===== src/sv/gclt_pkg.sv =====
// shared types, constants and codes for the g-code line tokenizer
`default_nettype none
package gclt_pkg;

  localparam int LETTER_SLOTS  = 26;
  localparam int MANTISSA_BITS = 32;

  localparam int MAG_W     = (MANTISSA_BITS < 32) ? MANTISSA_BITS - 1 : 31;
  localparam int ACC_EXT_W = MAG_W + 4;
  localparam int CODE_W    = 16;
  localparam int CODE_EXT_W = CODE_W + 4;
  localparam int QUEUE_DEPTH = 2;
  localparam int QPTR_W    = $clog2(QUEUE_DEPTH);
  localparam int QCNT_W    = $clog2(QUEUE_DEPTH + 1);

  localparam logic [7:0] CH_G     = 8'd71;
  localparam logic [7:0] CH_M     = 8'd77;
  localparam logic [7:0] CH_SPACE = 8'd32;
  localparam logic [7:0] CH_PLUS  = 8'd43;
  localparam logic [7:0] CH_MINUS = 8'd45;
  localparam logic [7:0] CH_POINT = 8'd46;
  localparam logic [7:0] CH_ZERO  = 8'd48;
  localparam logic [7:0] CH_NINE  = 8'd57;
  localparam logic [7:0] CH_TAB   = 8'd9;
  localparam logic [7:0] CH_CR    = 8'd13;
  localparam logic [7:0] CH_A     = 8'd65;

  localparam logic [1:0] KIND_CMD_OK   = 2'd0;
  localparam logic [1:0] KIND_CMD_REJ  = 2'd1;
  localparam logic [1:0] KIND_PARAM    = 2'd2;
  localparam logic [1:0] KIND_BARE_EOL = 2'd3;

  typedef enum logic [3:0] {
    CMD_G00, CMD_G01, CMD_G04, CMD_G90, CMD_G91, CMD_G92,
    CMD_M03, CMD_M05, CMD_M07, CMD_M09, CMD_M10, CMD_M11,
    CMD_M14, CMD_M15, CMD_M98, CMD_M99
  } cmd_t;

  typedef enum logic [2:0] {
    PH_FIRST, PH_CODE_LEAD, PH_CODE_DIGITS, PH_PARAM_LETTER, PH_PARAM_LEAD, PH_PARAM_BODY
  } phase_t;

  typedef enum logic [1:0] {
    CL_NONE, CL_G, CL_M, CL_OTHER
  } letter_t;

  typedef struct packed {
    logic       is_space;
    logic       is_ws;
    logic       is_plus;
    logic       is_minus;
    logic       is_point;
    logic       is_digit;
    logic [3:0] digit;
    logic       is_g;
    logic       is_m;
    logic       slot_ok;
    logic [4:0] slot;
    logic       eol;
  } char_class_t;

endpackage
`default_nettype wire


===== src/sv/gclt_front.sv =====
// front end: classifies each incoming character word
`default_nettype none
module gclt_front (
  input  wire logic [7:0]          char_in,
  input  wire logic                line_end,
  output gclt_pkg::char_class_t    cls
);

  logic [7:0] rel;

  assign rel = char_in - gclt_pkg::CH_A;

  always_comb begin
    cls.is_space = (char_in == gclt_pkg::CH_SPACE);
    cls.is_ws    = (char_in >= gclt_pkg::CH_TAB) && (char_in <= gclt_pkg::CH_CR);
    cls.is_plus  = (char_in == gclt_pkg::CH_PLUS);
    cls.is_minus = (char_in == gclt_pkg::CH_MINUS);
    cls.is_point = (char_in == gclt_pkg::CH_POINT);
    cls.is_digit = (char_in >= gclt_pkg::CH_ZERO) && (char_in <= gclt_pkg::CH_NINE);
    cls.digit    = 4'(char_in - gclt_pkg::CH_ZERO);
    cls.is_g     = (char_in == gclt_pkg::CH_G);
    cls.is_m     = (char_in == gclt_pkg::CH_M);
    cls.slot_ok  = (char_in >= gclt_pkg::CH_A) &&
                   (rel < 8'(gclt_pkg::LETTER_SLOTS));
    cls.slot     = rel[4:0];
    cls.eol      = line_end;
  end

endmodule
`default_nettype wire


===== src/sv/gclt_queue.sv =====
// short queue of classified words between front and back
`default_nettype none
module gclt_queue (
  input  wire logic                  clk,
  input  wire logic                  rst,
  input  wire logic                  push,
  input  wire gclt_pkg::char_class_t push_word,
  output logic                       full,
  input  wire logic                  pop,
  output logic                       head_valid,
  output gclt_pkg::char_class_t      head_word
);

  gclt_pkg::char_class_t mem [gclt_pkg::QUEUE_DEPTH];
  logic [gclt_pkg::QPTR_W-1:0] wr_ptr;
  logic [gclt_pkg::QPTR_W-1:0] rd_ptr;
  logic [gclt_pkg::QCNT_W-1:0] count;

  assign full       = (count == gclt_pkg::QCNT_W'(gclt_pkg::QUEUE_DEPTH));
  assign head_valid = (count != '0);
  assign head_word  = mem[rd_ptr];

  always_ff @(posedge clk) begin
    if (push) begin
      mem[wr_ptr] <= push_word;
    end
  end

  always_ff @(posedge clk) begin
    if (rst) begin
      wr_ptr <= '0;
      rd_ptr <= '0;
      count  <= '0;
    end else begin
      if (push) begin
        wr_ptr <= (wr_ptr == gclt_pkg::QPTR_W'(gclt_pkg::QUEUE_DEPTH - 1)) ?
                  '0 : wr_ptr + 1'b1;
      end
      if (pop) begin
        rd_ptr <= (rd_ptr == gclt_pkg::QPTR_W'(gclt_pkg::QUEUE_DEPTH - 1)) ?
                  '0 : rd_ptr + 1'b1;
      end
      case ({push, pop})
        2'b10:   count <= count + 1'b1;
        2'b01:   count <= count - 1'b1;
        default: count <= count;
      endcase
    end
  end

endmodule
`default_nettype wire


===== src/sv/gclt_back.sv =====
// back end: token state, number accumulation, command lookup and result register
`default_nettype none
module gclt_back (
  input  wire logic                   clk,
  input  wire logic                   rst,
  input  wire logic                   head_valid,
  input  wire gclt_pkg::char_class_t  head_word,
  output logic                        pop,
  output logic                        out_valid,
  input  wire logic                   out_stall,
  output logic [1:0]                  kind,
  output logic [3:0]                  command,
  output logic [4:0]                  param_index,
  output logic signed [31:0]          mantissa,
  output logic [3:0]                  frac_digits,
  output logic                        overflow,
  output logic                        end_of_line
);

  localparam logic [gclt_pkg::ACC_EXT_W-1:0] MAG_LIMIT =
    (gclt_pkg::ACC_EXT_W'(1) << gclt_pkg::MAG_W) - gclt_pkg::ACC_EXT_W'(1);
  localparam logic [gclt_pkg::CODE_EXT_W-1:0] CODE_MAX =
    gclt_pkg::CODE_EXT_W'({gclt_pkg::CODE_W{1'b1}});

  gclt_pkg::phase_t  phase, phase_next;
  gclt_pkg::letter_t letter, letter_next;
  logic [gclt_pkg::CODE_W-1:0] code_number, code_number_next;
  logic                        negative, negative_next;
  logic                        rejected, rejected_next;
  logic [4:0]                  slot, slot_next;
  logic                        slot_valid, slot_valid_next;
  logic [gclt_pkg::MAG_W-1:0]  accum, accum_next;
  logic                        point_seen, point_seen_next;
  logic [3:0]                  frac_count, frac_count_next;
  logic                        stopped, stopped_next;
  logic                        saturated, saturated_next;

  logic                        emit;
  logic [1:0]                  emit_kind;
  logic [3:0]                  emit_cmd;
  logic [4:0]                  emit_idx;
  logic [31:0]                 emit_mant;
  logic [3:0]                  emit_frac;
  logic                        emit_ovf;
  logic                        emit_eol;

  logic                        skip;
  logic [4:0]                  hit;
  logic [gclt_pkg::ACC_EXT_W-1:0]  acc_ext, acc_sum;
  logic [gclt_pkg::CODE_EXT_W-1:0] code_ext, code_sum;
  logic [31:0]                 mag32;

  // returns {miss, command}
  function automatic logic [4:0] lookup(input gclt_pkg::letter_t l,
                                        input logic [gclt_pkg::CODE_W-1:0] n,
                                        input logic neg);
    logic [4:0] r;
    r = 5'b10000;
    if (!(neg && (n != '0))) begin
      if (l == gclt_pkg::CL_G) begin
        case (n)
          16'd0:   r = {1'b0, gclt_pkg::CMD_G00};
          16'd1:   r = {1'b0, gclt_pkg::CMD_G01};
          16'd4:   r = {1'b0, gclt_pkg::CMD_G04};
          16'd90:  r = {1'b0, gclt_pkg::CMD_G90};
          16'd91:  r = {1'b0, gclt_pkg::CMD_G91};
          16'd92:  r = {1'b0, gclt_pkg::CMD_G92};
          default: r = 5'b10000;
        endcase
      end else if (l == gclt_pkg::CL_M) begin
        case (n)
          16'd3:   r = {1'b0, gclt_pkg::CMD_M03};
          16'd5:   r = {1'b0, gclt_pkg::CMD_M05};
          16'd7:   r = {1'b0, gclt_pkg::CMD_M07};
          16'd9:   r = {1'b0, gclt_pkg::CMD_M09};
          16'd10:  r = {1'b0, gclt_pkg::CMD_M10};
          16'd11:  r = {1'b0, gclt_pkg::CMD_M11};
          16'd14:  r = {1'b0, gclt_pkg::CMD_M14};
          16'd15:  r = {1'b0, gclt_pkg::CMD_M15};
          16'd98:  r = {1'b0, gclt_pkg::CMD_M98};
          16'd99:  r = {1'b0, gclt_pkg::CMD_M99};
          default: r = 5'b10000;
        endcase
      end
    end
    return r;
  endfunction

  assign pop = head_valid && (!out_valid || !out_stall);

  // multiply by ten as shift and add
  assign acc_ext  = {4'b0, accum};
  assign acc_sum  = (acc_ext << 3) + (acc_ext << 1) +
                    gclt_pkg::ACC_EXT_W'(head_word.digit);
  assign code_ext = {4'b0, code_number};
  assign code_sum = (code_ext << 3) + (code_ext << 1) +
                    gclt_pkg::CODE_EXT_W'(head_word.digit);

  always_comb begin
    phase_next      = phase;
    letter_next     = letter;
    code_number_next = code_number;
    negative_next   = negative;
    rejected_next   = rejected;
    slot_next       = slot;
    slot_valid_next = slot_valid;
    accum_next      = accum;
    point_seen_next = point_seen;
    frac_count_next = frac_count;
    stopped_next    = stopped;
    saturated_next  = saturated;
    emit      = 1'b0;
    emit_kind = gclt_pkg::KIND_BARE_EOL;
    emit_cmd  = '0;
    emit_idx  = '0;
    emit_mant = '0;
    emit_frac = '0;
    emit_ovf  = 1'b0;
    emit_eol  = head_word.eol;
    skip      = 1'b0;
    hit       = '0;
    mag32     = '0;

    if (rejected) begin
      if (head_word.eol) begin
        emit = 1'b1;
      end
    end else begin
      if (!head_word.is_space) begin
        case (phase)
          gclt_pkg::PH_FIRST: begin
            letter_next = head_word.is_g ? gclt_pkg::CL_G :
                          head_word.is_m ? gclt_pkg::CL_M : gclt_pkg::CL_OTHER;
            phase_next  = gclt_pkg::PH_CODE_LEAD;
          end
          gclt_pkg::PH_CODE_LEAD, gclt_pkg::PH_CODE_DIGITS: begin
            if (!stopped) begin
              if (phase == gclt_pkg::PH_CODE_LEAD) begin
                if (head_word.is_ws) begin
                  skip = 1'b1;
                end else begin
                  phase_next = gclt_pkg::PH_CODE_DIGITS;
                  if (head_word.is_plus || head_word.is_minus) begin
                    negative_next = head_word.is_minus;
                    skip = 1'b1;
                  end
                end
              end
              if (!skip) begin
                if (!head_word.is_digit) begin
                  stopped_next = 1'b1;
                end else if (!saturated) begin
                  if (code_sum > CODE_MAX) begin
                    code_number_next = {gclt_pkg::CODE_W{1'b1}};
                    saturated_next   = 1'b1;
                  end else begin
                    code_number_next = code_sum[gclt_pkg::CODE_W-1:0];
                  end
                end
              end
            end
          end
          gclt_pkg::PH_PARAM_LETTER: begin
            if (head_word.slot_ok) begin
              slot_next       = head_word.slot;
              slot_valid_next = 1'b1;
            end
            phase_next = gclt_pkg::PH_PARAM_LEAD;
          end
          default: begin
            if (!stopped) begin
              if (phase == gclt_pkg::PH_PARAM_LEAD) begin
                if (head_word.is_ws) begin
                  skip = 1'b1;
                end else begin
                  phase_next = gclt_pkg::PH_PARAM_BODY;
                  if (head_word.is_plus || head_word.is_minus) begin
                    negative_next = head_word.is_minus;
                    skip = 1'b1;
                  end
                end
              end
              if (!skip) begin
                if (head_word.is_point && !point_seen) begin
                  point_seen_next = 1'b1;
                end else if (!head_word.is_digit) begin
                  stopped_next = 1'b1;
                end else if (!saturated && !(point_seen && (frac_count >= 4'd9))) begin
                  if (point_seen) begin
                    frac_count_next = frac_count + 1'b1;
                  end
                  if (acc_sum > MAG_LIMIT) begin
                    accum_next     = MAG_LIMIT[gclt_pkg::MAG_W-1:0];
                    saturated_next = 1'b1;
                  end else begin
                    accum_next = acc_sum[gclt_pkg::MAG_W-1:0];
                  end
                end
              end
            end
          end
        endcase
      end

      if (head_word.is_space || head_word.eol) begin
        if ((phase_next == gclt_pkg::PH_FIRST) || (phase_next == gclt_pkg::PH_CODE_LEAD) ||
            (phase_next == gclt_pkg::PH_CODE_DIGITS)) begin
          hit      = lookup(letter_next, code_number_next, negative_next);
          emit     = 1'b1;
          emit_ovf = saturated_next;
          if (!hit[4]) begin
            emit_kind        = gclt_pkg::KIND_CMD_OK;
            emit_cmd         = hit[3:0];
            phase_next       = gclt_pkg::PH_PARAM_LETTER;
            code_number_next = '0;
            negative_next    = 1'b0;
            slot_next        = '0;
            slot_valid_next  = 1'b0;
            accum_next       = '0;
            point_seen_next  = 1'b0;
            frac_count_next  = '0;
            stopped_next     = 1'b0;
            saturated_next   = 1'b0;
          end else begin
            emit_kind     = gclt_pkg::KIND_CMD_REJ;
            rejected_next = 1'b1;
          end
        end else begin
          if ((phase_next != gclt_pkg::PH_PARAM_LETTER) && slot_valid_next) begin
            mag32     = 32'(accum_next);
            emit      = 1'b1;
            emit_kind = gclt_pkg::KIND_PARAM;
            emit_idx  = slot_next;
            emit_mant = negative_next ? (32'd0 - mag32) : mag32;
            emit_frac = frac_count_next;
            emit_ovf  = saturated_next;
          end else if (head_word.eol) begin
            emit = 1'b1;
          end
          phase_next       = gclt_pkg::PH_PARAM_LETTER;
          code_number_next = '0;
          negative_next    = 1'b0;
          slot_next        = '0;
          slot_valid_next  = 1'b0;
          accum_next       = '0;
          point_seen_next  = 1'b0;
          frac_count_next  = '0;
          stopped_next     = 1'b0;
          saturated_next   = 1'b0;
        end
      end
    end

    // end of line returns everything to the start of a line
    if (head_word.eol) begin
      phase_next       = gclt_pkg::PH_FIRST;
      letter_next      = gclt_pkg::CL_NONE;
      rejected_next    = 1'b0;
      code_number_next = '0;
      negative_next    = 1'b0;
      slot_next        = '0;
      slot_valid_next  = 1'b0;
      accum_next       = '0;
      point_seen_next  = 1'b0;
      frac_count_next  = '0;
      stopped_next     = 1'b0;
      saturated_next   = 1'b0;
    end
  end

  always_ff @(posedge clk) begin
    if (rst) begin
      phase       <= gclt_pkg::PH_FIRST;
      letter      <= gclt_pkg::CL_NONE;
      code_number <= '0;
      negative    <= 1'b0;
      rejected    <= 1'b0;
      slot        <= '0;
      slot_valid  <= 1'b0;
      accum       <= '0;
      point_seen  <= 1'b0;
      frac_count  <= '0;
      stopped     <= 1'b0;
      saturated   <= 1'b0;
      out_valid   <= 1'b0;
    end else begin
      if (pop) begin
        phase       <= phase_next;
        letter      <= letter_next;
        code_number <= code_number_next;
        negative    <= negative_next;
        rejected    <= rejected_next;
        slot        <= slot_next;
        slot_valid  <= slot_valid_next;
        accum       <= accum_next;
        point_seen  <= point_seen_next;
        frac_count  <= frac_count_next;
        stopped     <= stopped_next;
        saturated   <= saturated_next;
      end
      if (pop && emit) begin
        out_valid <= 1'b1;
      end else if (!out_stall) begin
        out_valid <= 1'b0;
      end
    end
  end

  // result register
  always_ff @(posedge clk) begin
    if (pop && emit) begin
      kind        <= emit_kind;
      command     <= emit_cmd;
      param_index <= emit_idx;
      mantissa    <= emit_mant;
      frac_digits <= emit_frac;
      overflow    <= emit_ovf;
      end_of_line <= emit_eol;
    end
  end

endmodule
`default_nettype wire


===== src/sv/gcode_line_tokenizer.sv =====
// top level of the g-code line tokenizer
// usage:
//   input channel: one character word per handshake (char_in, line_end), accepted
//   when in_valid is high and in_stall is low; line_end marks the last character
//   output channel: zero or one result word per character (kind, command,
//   param_index, mantissa, frac_digits, overflow, end_of_line), taken when
//   out_valid is high and out_stall is low
//   a line is split on single spaces; the first token gives a command or a
//   rejection, later tokens give parameter results, a line end that yields
//   nothing else gives a bare end-of-line result
// path: an accepted character word is written into the queue; the back end pops it
//   once no stalled result is held, and any result it causes is registered at the
//   same edge as the pop
// throughput: one character per cycle while out_stall is low, set by the back end, which
//   handles one character per cycle with a single multiply-by-ten accumulate and compare
// reset: rst is synchronous; it empties the two-entry queue, drops any waiting
//   result and returns the tokenizer to the start of a line
// stall: while out_stall holds a result, the back end stops, the queue fills and
//   in_stall rises once the queue holds two words
`default_nettype none
module gcode_line_tokenizer (
  input  wire logic                 clk,
  input  wire logic                 rst,
  input  wire logic                 in_valid,
  output logic                      in_stall,
  input  wire logic [7:0]           char_in,
  input  wire logic                 line_end,
  output logic                      out_valid,
  input  wire logic                 out_stall,
  output logic [1:0]                kind,
  output logic [3:0]                command,
  output logic [4:0]                param_index,
  output logic signed [31:0]        mantissa,
  output logic [3:0]                frac_digits,
  output logic                      overflow,
  output logic                      end_of_line
);

  gclt_pkg::char_class_t cls;
  gclt_pkg::char_class_t head_word;
  logic                  head_valid;
  logic                  pop;
  logic                  full;

  assign in_stall = full;

  gclt_front u_front (
    .char_in  (char_in),
    .line_end (line_end),
    .cls      (cls)
  );

  gclt_queue u_queue (
    .clk        (clk),
    .rst        (rst),
    .push       (in_valid && !full),
    .push_word  (cls),
    .full       (full),
    .pop        (pop),
    .head_valid (head_valid),
    .head_word  (head_word)
  );

  gclt_back u_back (
    .clk         (clk),
    .rst         (rst),
    .head_valid  (head_valid),
    .head_word   (head_word),
    .pop         (pop),
    .out_valid   (out_valid),
    .out_stall   (out_stall),
    .kind        (kind),
    .command     (command),
    .param_index (param_index),
    .mantissa    (mantissa),
    .frac_digits (frac_digits),
    .overflow    (overflow),
    .end_of_line (end_of_line)
  );

endmodule
`default_nettype wire


===== config.mk =====
export PLATFORM = sky130hd
export DESIGN_NAME = gcode_line_tokenizer
export DESIGN_NICKNAME = d
export VERILOG_FILES = /design/src/sv/gclt_pkg.sv /design/src/sv/gclt_front.sv /design/src/sv/gclt_queue.sv /design/src/sv/gclt_back.sv /design/src/sv/gcode_line_tokenizer.sv
export SDC_FILE = /design/constraint.sdc
export NUM_CORES = 1
export LEC_CHECK = 0
export ABC_AREA = 1
export BUFFER_PORTS_ARGS = -buffer_cell sky130_fd_sc_hd__buf_2
export CAP_MARGIN = 20
export CORE_MARGIN = 2
export CORE_UTILIZATION = 35
export CTS_CLUSTER_DIAMETER = 60
export DETAILED_ROUTE_END_ITERATION = 10
export PLACE_DENSITY = 0.61
export SLEW_MARGIN = 10
export SYNTH_ARGS = -nofsm -noshare
export SYNTH_HDL_FRONTEND = slang
export SYNTH_HIERARCHICAL = 1
export SYNTH_SLANG_ARGS = --single-unit

===== constraint.sdc =====
create_clock -name clk -period 5.8 [get_ports clk]
set_input_delay 1.16 -clock clk [delete_from_list [all_inputs] [get_ports clk]]
set_output_delay 1.16 -clock clk [all_outputs]
set_load 0.005 [all_outputs]

==> run metrics <==
sw frac=42.2%; Worst slew margin=roughly a third; Critical Path RT=between 6 and 7 ns; final hold viol count=0; f_max=between 0.15 and 0.2 GHz; fillers=3764; Clock Tree Buf Depth=2; Yosys cell types=65; Post-Syn Area=approximately 13000 µm²; routability congestion estimate=approximately 0.9; syn_nets=approximately 1900; vias=11500; largest net degree at the start of global routing=63; postcts setup bufs=0; RSZ-0062 raised after global routing=no; core box area=35700 µm²; WL per Instance=15.7 µm; register share of total power=35.7%; worst vdd ir=0.259 mV; GR Util All Layers=18.8%; Buffers on Ports=63; switching pwr=1.87 mW; yosys warns=6; clock-pin slew on the worst setup and hold paths=0.07 ns; setup TNS after final layout=0 ns; die area=~38000 µm²; CP Capture Type=flip-flop; critical path class=flip-flop to flip-flop; Core Rows=69; vias in the first global route=around 11000; DRC Markers=0; drt pass-1 iters=5; commonest non-fill, non-tap cell in the layout=nand2_1; Vias per Instance=5.11; Finish-stage setup viols=0; CTS tree=yes; clock power share=roughly 25%; final net count=1894; deepest level of the CTS H-tree=4; Die X=195 µm; Cells after Synth=1734; remaining antenna violation count=0; die height=195 µm; clock root buffer=clkbuf_16; Multi-input gate area=approximately 7600 µm²; Setup WS pre-CTS=slightly above 0.5 ns; hold_buf cts=0; HP Class=flip-flop to flip-flop; CP max FO=62; Max-Cap Viols=0; IO Pins=64; Tot Pwr=~4.4 mW; sequential area share after synthesis=32.0%; Period minus WS final=5.38 ns; setup ws final=between 0.4 and 0.5 ns; Static Leak=6.44 nW; cts bufs inserted=17; syn avg cell area=7.34 µm²; Gate power share=39.4%; worst slew pin tran=0.991 ns; DRT iter0 DRCs=826; DP HPWL=approximately 27000 µm; CTS resizes=0; Pint=approximately 2.6 mW; CP arrival=5.66 ns; Pins Over Slew Limit=0; Startpoint Class=flip-flop; drt total wl=35400 µm; most frequent cells in the layout=469 x nand2_1, 218 x nor2_1, 167 x inv_1; status=completed; clk_lat worst skew=0.46 ns; Tcrit/Tclk final=92.8%; # clock sinks=160; Layout area overhead=9.50%; initial antenna violation count=1; FF+latch count, synth=160; Register Area=4070 µm²; Starting Density=35.7%; clk_skew=between 0.02 and 0.025 ns; Overflow after GRT=0; share of cells above drive strength 1=between 10% and 20%; first-pass GRT wire length=57200 µm; pwr/cell area=between 300 and 400 nW/µm²
per-stage QoR:
step / utilization, % / hold slack (ns) / cell area, µm² / instances
final: 39.1 / 0.468 / 13900 / 2251
after detailed placement: 37.5 / 0.458 / 13400 / 2218
after floorplan: - / 0.441 / 12700 / 1734
after global placement: 37.5 / 0.451 / 13400 / 2218
after global routing: 39.1 / 0.486 / 13900 / 2250
after CTS: 39.1 / 0.469 / 13900 / 2250
sequential cells by signal, indices dropped and copies added (netlist names), 2 cells and up, named ones only:
register / cells
u_back/accum: 31
u_back/code_number: 16
u_back/command: 4
u_back/frac_count: 4
u_back/frac_digits: 4
u_back/kind: 2
u_back/letter: 2
u_back/mantissa: 32
u_back/param_index: 5
u_back/phase: 3
u_back/slot: 5
u_queue/count: 2
u_queue/mem: 38
cells by family after synthesis:
family,Yosys count,synth area share (%)
flops,160,32.0
buf+inv,231,8.09
compound gates,247,11.6
simple gates,934,33.1
xor+xnor,33,2.27
fa+ha+maj,105,10.6
mux,24,2.37
per-layer routing:
layer / global-route usage, % / routed length, µm / vias to the layer above
li1: - / - / 5804
met1: 25.6 / 16700 / 5333
met2: 30.3 / 16100 / 313
met3: 3.04 / 1770 / 45
met4: 6.28 / 872 / 0
met5: 0 / 0 / -
power by group through the flow:
stage,Sequential [mW],Clock [mW],Combinational (mW)
2_1_floorplan,1.61,0,1.26
3_3_place_gp,1.61,0,1.74
3_5_place_dp,1.61,0,1.75
4_1_cts,1.59,1.13,1.76
5_1_grt,1.61,1.17,1.90
6_report,1.58,1.10,1.75
synth_stat cells, drive strengths merged:
master | number | share of area, %
a22oi | 1 | 0.059
nand4 | 26 | 1.4
nand2 | 497 | 15
a41oi | 1 | 0.069
inv | 177 | 5.2
clkbuf | 24 | 0.71
a21oi | 153 | 6.9
o221ai | 1 | 0.069
o211ai | 3 | 0.18
dfxtp | 73 | 11
buf | 28 | 2.1
nor4 | 8 | 0.39
xnor2 | 18 | 1.2
a311oi | 1 | 0.069
o21a | 2 | 0.12
o21bai | 7 | 0.65
ha | 101 | 9.9
nand3b | 4 | 0.27
o31ai | 2 | 0.12
nand3 | 98 | 5.1
o32ai | 1 | 0.069
xor2 | 15 | 1.0
mux2i | 5 | 0.39
a21boi | 2 | 0.12
and2 | 2 | 0.098
or2 | 31 | 1.5
edfxtp | 87 | 21
nor3 | 23 | 0.99
clkinv | 2 | 0.059
nor2 | 242 | 7.8
o21ba | 1 | 0.079
a2bb2oi | 1 | 0.069
mux2 | 19 | 2.0
and3 | 1 | 0.049
o21ai | 59 | 2.4
a21o | 5 | 0.29
a31oi | 4 | 0.20
nor3b | 2 | 0.12
a211o | 1 | 0.069
a211oi | 2 | 0.12
fa | 4 | 0.63
critical path, stage by stage (launching register included):
cell and delay [ns]:
dfxtp_1 0.37, buf_4 0.30, mux2_2 0.42, ha_1 0.22, ha_1 0.24, fa_1 0.47
nand3_1 0.12, nand3_1 0.12, nand2_1 0.09, nand2_1 0.11, nand2_1 0.11, a21oi_1 0.10
nor2_4 0.40, nand3_2 0.23, o21bai_1 0.21, nand2_1 0.08, nor2_2 0.13, nand2_4 0.13
nor2_2 0.15, nand3_1 0.13, nand2_1 0.11, a21oi_2 0.04, nand2_2 0.11, nand2_2 0.09
nand2_4 0.09, nand2_8 0.30, nand2_1 0.20, a21oi_1 0.08
path summary, 6_finish.rpt:
path / from / to / cells past startpoint / slack, ns
hold / removal: u_back/slot_valid / u_back/slot_valid / 2 / 0.47
setup reg to reg: flip-flop / u_back/accum[10] / 27 / 0.42
hold reg to reg: u_back/slot_valid / u_back/slot_valid / 2 / 0.47
setup / recovery: flip-flop / u_back/accum[10] / 27 / 0.42
layout make-up:
cell class                 instances  share of cell area (%)
sequential                       160                    29.2
timing repair buffer              75                    2.91
clock buffer                      20                    3.36
antenna                            1                  0.0179
multi-input combinational       1343                    54.9
inverter                         179                    4.82
clock inverter                    12                   0.691
tap                              461                    4.14
No activity file was read; power rests on OpenSTA's default activity.
